**src/rtl/core/ppt_pkg.sv**
```systemverilog
// shared constants and types for the point-in-polygon test block
// no dependencies
package ppt_pkg;

    localparam int PPT_MAX_VERTICES = 64;
    localparam int PPT_COORD_WIDTH  = 16;
    localparam int INDEX_WIDTH      = 6;
    localparam int COUNT_WIDTH      = 7;

    localparam logic CMD_WRITE = 1'b0;
    localparam logic CMD_TEST  = 1'b1;

    // control that travels with each vertex read into the edge unit
    typedef struct packed {
        logic clear;   // new test, drop the old parity
        logic valid;   // vertex data on the memory output this cycle
        logic prime;   // this vertex only seeds the previous-vertex register
        logic last;    // final edge of the walk
    } t_edge_ctl;

    typedef struct packed {
        logic done;    // final edge is in the compare stage, not yet in the parity
        logic parity;  // running crossing parity
    } t_edge_stat;

endpackage

```
**src/rtl/core/ppt_edge.sv**
```systemverilog
// edge crossing datapath: differences, cross products, compare, parity
// depends on ppt_pkg for the control and status structs
module ppt_edge #(
    parameter int COORD_WIDTH = ppt_pkg::PPT_COORD_WIDTH
) (
    input  logic                          i_clk,
    input  logic                          i_rst_n,
    input  ppt_pkg::t_edge_ctl            i_ctl,
    input  logic signed [COORD_WIDTH-1:0] i_vx,
    input  logic signed [COORD_WIDTH-1:0] i_vy,
    input  logic signed [COORD_WIDTH-1:0] i_px,
    input  logic signed [COORD_WIDTH-1:0] i_py,
    output ppt_pkg::t_edge_stat           o_stat
);

    localparam int DW = COORD_WIDTH + 1;
    localparam int PW = 2 * DW;

    // previous vertex (j of the edge)
    logic signed [COORD_WIDTH-1:0] r_jx, r_jy;

    // stage 1: differences
    logic                 r1_vld, r1_last, r1_cross, r1_dypos;
    logic signed [DW-1:0] r1_dxp, r1_dy, r1_dxe, r1_dyp;
    logic signed [DW-1:0] n1_dy;
    logic                 n1_cross;

    // stage 2: products
    logic                 r2_vld, r2_last, r2_cross, r2_dypos;
    logic signed [PW-1:0] r2_p1, r2_p2;

    logic r_parity;
    logic w_left;

    always_comb begin
        n1_dy    = DW'(r_jy) - DW'(i_vy);
        n1_cross = (i_vy > i_py) != (r_jy > i_py);
    end

    always_ff @(posedge i_clk) begin
        if (i_ctl.valid) begin
            r_jx <= i_vx;
            r_jy <= i_vy;
        end
        r1_dxp   <= DW'(i_px) - DW'(i_vx);
        r1_dy    <= n1_dy;
        r1_dxe   <= DW'(r_jx) - DW'(i_vx);
        r1_dyp   <= DW'(i_py) - DW'(i_vy);
        r1_cross <= n1_cross;
        r1_dypos <= n1_dy > 0;
        r1_last  <= i_ctl.last;

        r2_p1    <= PW'(r1_dxp) * PW'(r1_dy);
        r2_p2    <= PW'(r1_dxe) * PW'(r1_dyp);
        r2_cross <= r1_cross;
        r2_dypos <= r1_dypos;
        r2_last  <= r1_last;
    end

    always_ff @(posedge i_clk) begin
        if (!i_rst_n) begin
            r1_vld <= 1'b0;
            r2_vld <= 1'b0;
        end else begin
            r1_vld <= i_ctl.valid && !i_ctl.prime;
            r2_vld <= r1_vld;
        end
    end

    // sign of the y span decides which way the cross-multiplied compare goes
    assign w_left = r2_dypos ? (r2_p1 < r2_p2) : (r2_p2 < r2_p1);

    always_ff @(posedge i_clk) begin
        if (!i_rst_n) begin
            r_parity <= 1'b0;
        end else if (i_ctl.clear) begin
            r_parity <= 1'b0;
        end else if (r2_vld && r2_cross && w_left) begin
            r_parity <= !r_parity;
        end
    end

    assign o_stat.done   = r2_vld && r2_last;
    assign o_stat.parity = r_parity;

endmodule

```
**config.mk**
```make
export PLATFORM = sky130hd
export DESIGN_NAME = ppt_edge
export DESIGN_NICKNAME = d
export VERILOG_FILES = /design/src/rtl/core/ppt_pkg.sv /design/src/rtl/core/ppt_edge.sv
export SDC_FILE = /design/constraint.sdc
export NUM_CORES = 2
export LEC_CHECK = 0
export BUFFER_PORTS_ARGS = -buffer_cell sky130_fd_sc_hd__buf_2
export CAP_MARGIN = 40
export CORE_UTILIZATION = 55
export CTS_CLUSTER_SIZE = 28
export DETAILED_ROUTE_END_ITERATION = 12
export HOLD_SLACK_MARGIN = 0.1
export PLACE_DENSITY = 0.86
export SYNTH_ARGS = -nofsm -noshare
export SYNTH_HDL_FRONTEND = slang
export SYNTH_SLANG_ARGS = --single-unit
export TNS_END_PERCENT = 1
```
**constraint.sdc**
```tcl
create_clock -name i_clk -period 5.75 [get_ports i_clk]
set_input_delay 0.8625 -clock i_clk [delete_from_list [all_inputs] [get_ports i_clk]]
set_output_delay 0.8625 -clock i_clk [all_outputs]
set_load 0.01 [all_outputs]
```
==> metrics.txt <==
# setup viols final 19; DRC errors left 0; minimum clock period 6.01 ns; die width 235 um; Hold Crit Class reg -> reg; worst hold start r1_dypos$_DFF_P_; Longest Clk Path Bufs 2; period utilisation layout 105%; Top FF cell, synth dfxtp_1; Net Count, Synth 4118; Setup crit start kind register; simple logic cell fraction of the synthesized area 15.5%; post-synthesis compound-gate area fraction 6.59%; Synth Cell Area 29900 um2; r2r worst-path depth 23; post-synthesis sequential area ratio 12.9%; hold endpoint r2_dypos$_DFF_P_; Adder-Cell Fraction of Synth Area 51.8%; FMAX 166 MHz; Hold WS 0.332 ns; critical path's slowest cell fa_2; initial antenna violation count 10; worst-skew pair later-pin latency 0.46 ns; Crit. End Element register; Synth area leaders fa_1 40%, ha_1 12%, dfxtp_1 9.7%; CP most frequent cell fa_1; Ys Warns 0; syn avg cell area 9.45 um2; Die H 235 um; Reg2Reg Setup Slack -0.26 ns; DRT Wirelength 79.9 mm; PnR worst setup slack -0.261 ns; GP Congestion 0.952; WP data required 6.11 ns; count leader, synth inv_1; DR pass1 iterations 8; hpwl dp 61.2 mm; largest net degree at the start of global routing 34; crit-path max cell delay 0.54 ns; final cell utilization of the core 63.7%; Post-synth EDFFs 32; PortBufs 71; Initial DRC Count 2067; IO Count 72; Worst-path clk slew 0.08 ns; # clock sinks 177; CP arrival 6.37 ns; number of fill cells 3897; Reg-to-Reg End r2_p1[32]$_DFF_P_; worst path cell trace buf_6, and2_4, fa_1, inv_2, fa_2, fa_2, fa_1, inv_2, fa_1, inv_2, fa_1, inv_1, ha_2, buf_6, a21oi_2, nor2b_1, o21ai_1, a21oi_2, a211oi_4, o21ai_4, a2111oi_4, nor2_2, o311ai_2; CP max FO 5; vias in the first global route 25700; xor and xnor fraction of the mapped netlist area 3.28%; Rel. slew slack 31.6%; cts hold-fix bufs 0; Synth top cells by count 709 x inv_1, 596 x fa_1, 309 x nand2_1, 296 x and2_1, 285 x ha_1; post-synth top area share 39.9%; main combinational cell family by area after synthesis adder cells; max-cap violation count 0; CTS tree built; Worst R2R Start r1_dxp[5]$_DFF_P_; RSZ-0062 raised after global routing true; first-pass GRT wire length 128 mm; Setup CP Type reg -> reg; htree depth 4; grt ovf 0; status complete, but fails checks; clk_skew 0.0221 ns; fin cells 4157; area leader, netlist fa_1; clk root buf clkbuf_16; max-slew violations 0; number of vias per cell 5.69; Gate Count Post-Synth 3167; synth-to-layout area growth 14.5%; layout cell share with drive strength beyond 1 15.3%; DR vias 23700; Hold Path Cell Cnt 0; die area 55300 um2; Critical Path Start r1_dxp[5]$_DFF_P_; mux contribution to synthesized area 0.0669%; DRT antenna net count 0; fin nets 4392; Core Footprint 53800 um2; violated checks setup timing; FF+latch count, synth 177; WL/cell 19.2 um; placed cell count 4083; Tightest Pin Transition 1.02 ns; setup_tns -2.86 ns; All-Layer GR Usage 29.2%; initial cell density of the core 55.6%; CTS Buf Count 17; FP Rows 85; post-synth cell types 68; Final Hold Viols 0; asr flop ratio synth 0%
flip-flops by register name, summed over array words and instances (netlist names), 16 cells and up:
signal  cells
r2_p1      34
r2_p2      34
r1_dxe     17
r1_dxp     17
r1_dy      17
r1_dyp     17
r_jx       16
r_jy       16
layer usage:
layer	global-route usage [%]	share of wire, %
met2	50.4	50
met5	0	0.12
met1	35.5	36
met4	13.8	5.4
met3	5.22	8.4
repair_timing:
item | 4_1_cts | 5_1_grt
resized for setup | 124 | 73
endpoints found under the setup margin | 23 | 28
pin swaps | 41 | 58
setup buffers | 27 | 9
cell type report:
cell class	instances	area [um2]	share of cell area (%)
Clock buffer	17	425	1.24
Timing Repair Buffer	333	2550	7.44
Multi-Input combinational cell	2203	23600	68.9
Antenna cell	7	17.5	0.0511
Clock inverter	15	143	0.416
Tap cell	696	871	2.54
Sequential cell	177	3990	11.7
Inverter	709	2660	7.77
cell families after synthesis:
kind of cell | after synthesis
AOI/OAI and AO/OA | 296
xor gates and xnor gates | 112
adders and majority gates | 881
buffers and inverters | 787
DFF | 177
muxes | 2
and+or+nand+nor | 912
cell usage in the layout, fill, tap and decap left out, drive strengths merged, types with 5 or more instances in the layout:
cell | Yosys | layout
a2111oi | 5 | 5
nand2 | 309 | 309
o21bai | 8 | 8
inv | 709 | 718
and2 | 297 | 297
a211o | 9 | 9
nor4 | 7 | 7
ha | 285 | 285
a21oi | 83 | 83
dfxtp | 145 | 145
a311oi | 5 | 5
or2 | 7 | 7
o21ai | 58 | 58
nand4 | 15 | 15
a211oi | 15 | 15
a221oi | 5 | 5
nand3 | 31 | 31
diode | 0 | 7
fa | 596 | 596
o21a | 24 | 24
nor3 | 40 | 40
a31oi | 10 | 10
nand2b | 25 | 25
xor2 | 22 | 22
nor2 | 108 | 108
clkbuf | 75 | 17
and3 | 11 | 11
buf | 3 | 332
a21o | 35 | 35
a21boi | 8 | 8
nor2b | 33 | 33
edfxtp | 32 | 32
or3 | 12 | 12
xnor2 | 90 | 90
critical path: cells and delay by family, from the launching register on:
kind | cells | cell delay, ns
flip-flops | 1 | 0.35
AND/OR/NAND/NOR | 3 | 0.31
adder cells (fa/ha/maj) | 7 | 3.28
AO/OA/AOI/OAI | 7 | 1.52
buffers and inverters | 6 | 0.42
per-stage QoR:
step                worst slack [ns]  area, um2
floorplan                    -0.0101      30000
global placement              -0.233      32700
detailed placement            -0.400      32800
CTS                           -0.103      33900
global route                  -0.404      34200
finish                        -0.261      34300
worst max-delay path by stage:
stage | to | slack [ns]
after floorplan | r2_p1[32]$_DFF_P_ | -0.01
after CTS | r2_p1[32]$_DFF_P_ | -0.10
after detailed placement | r2_p2[32]$_DFF_P_ | -0.40
after global routing | r2_p2[32]$_DFF_P_ | -0.40
final | r2_p1[32]$_DFF_P_ | -0.26
after global placement | r2_p1[32]$_DFF_P_ | -0.23
Power is left out: the tool's default activity adds up to more than one toggle a clock period on the data nets, which glitch-free logic cannot reach.
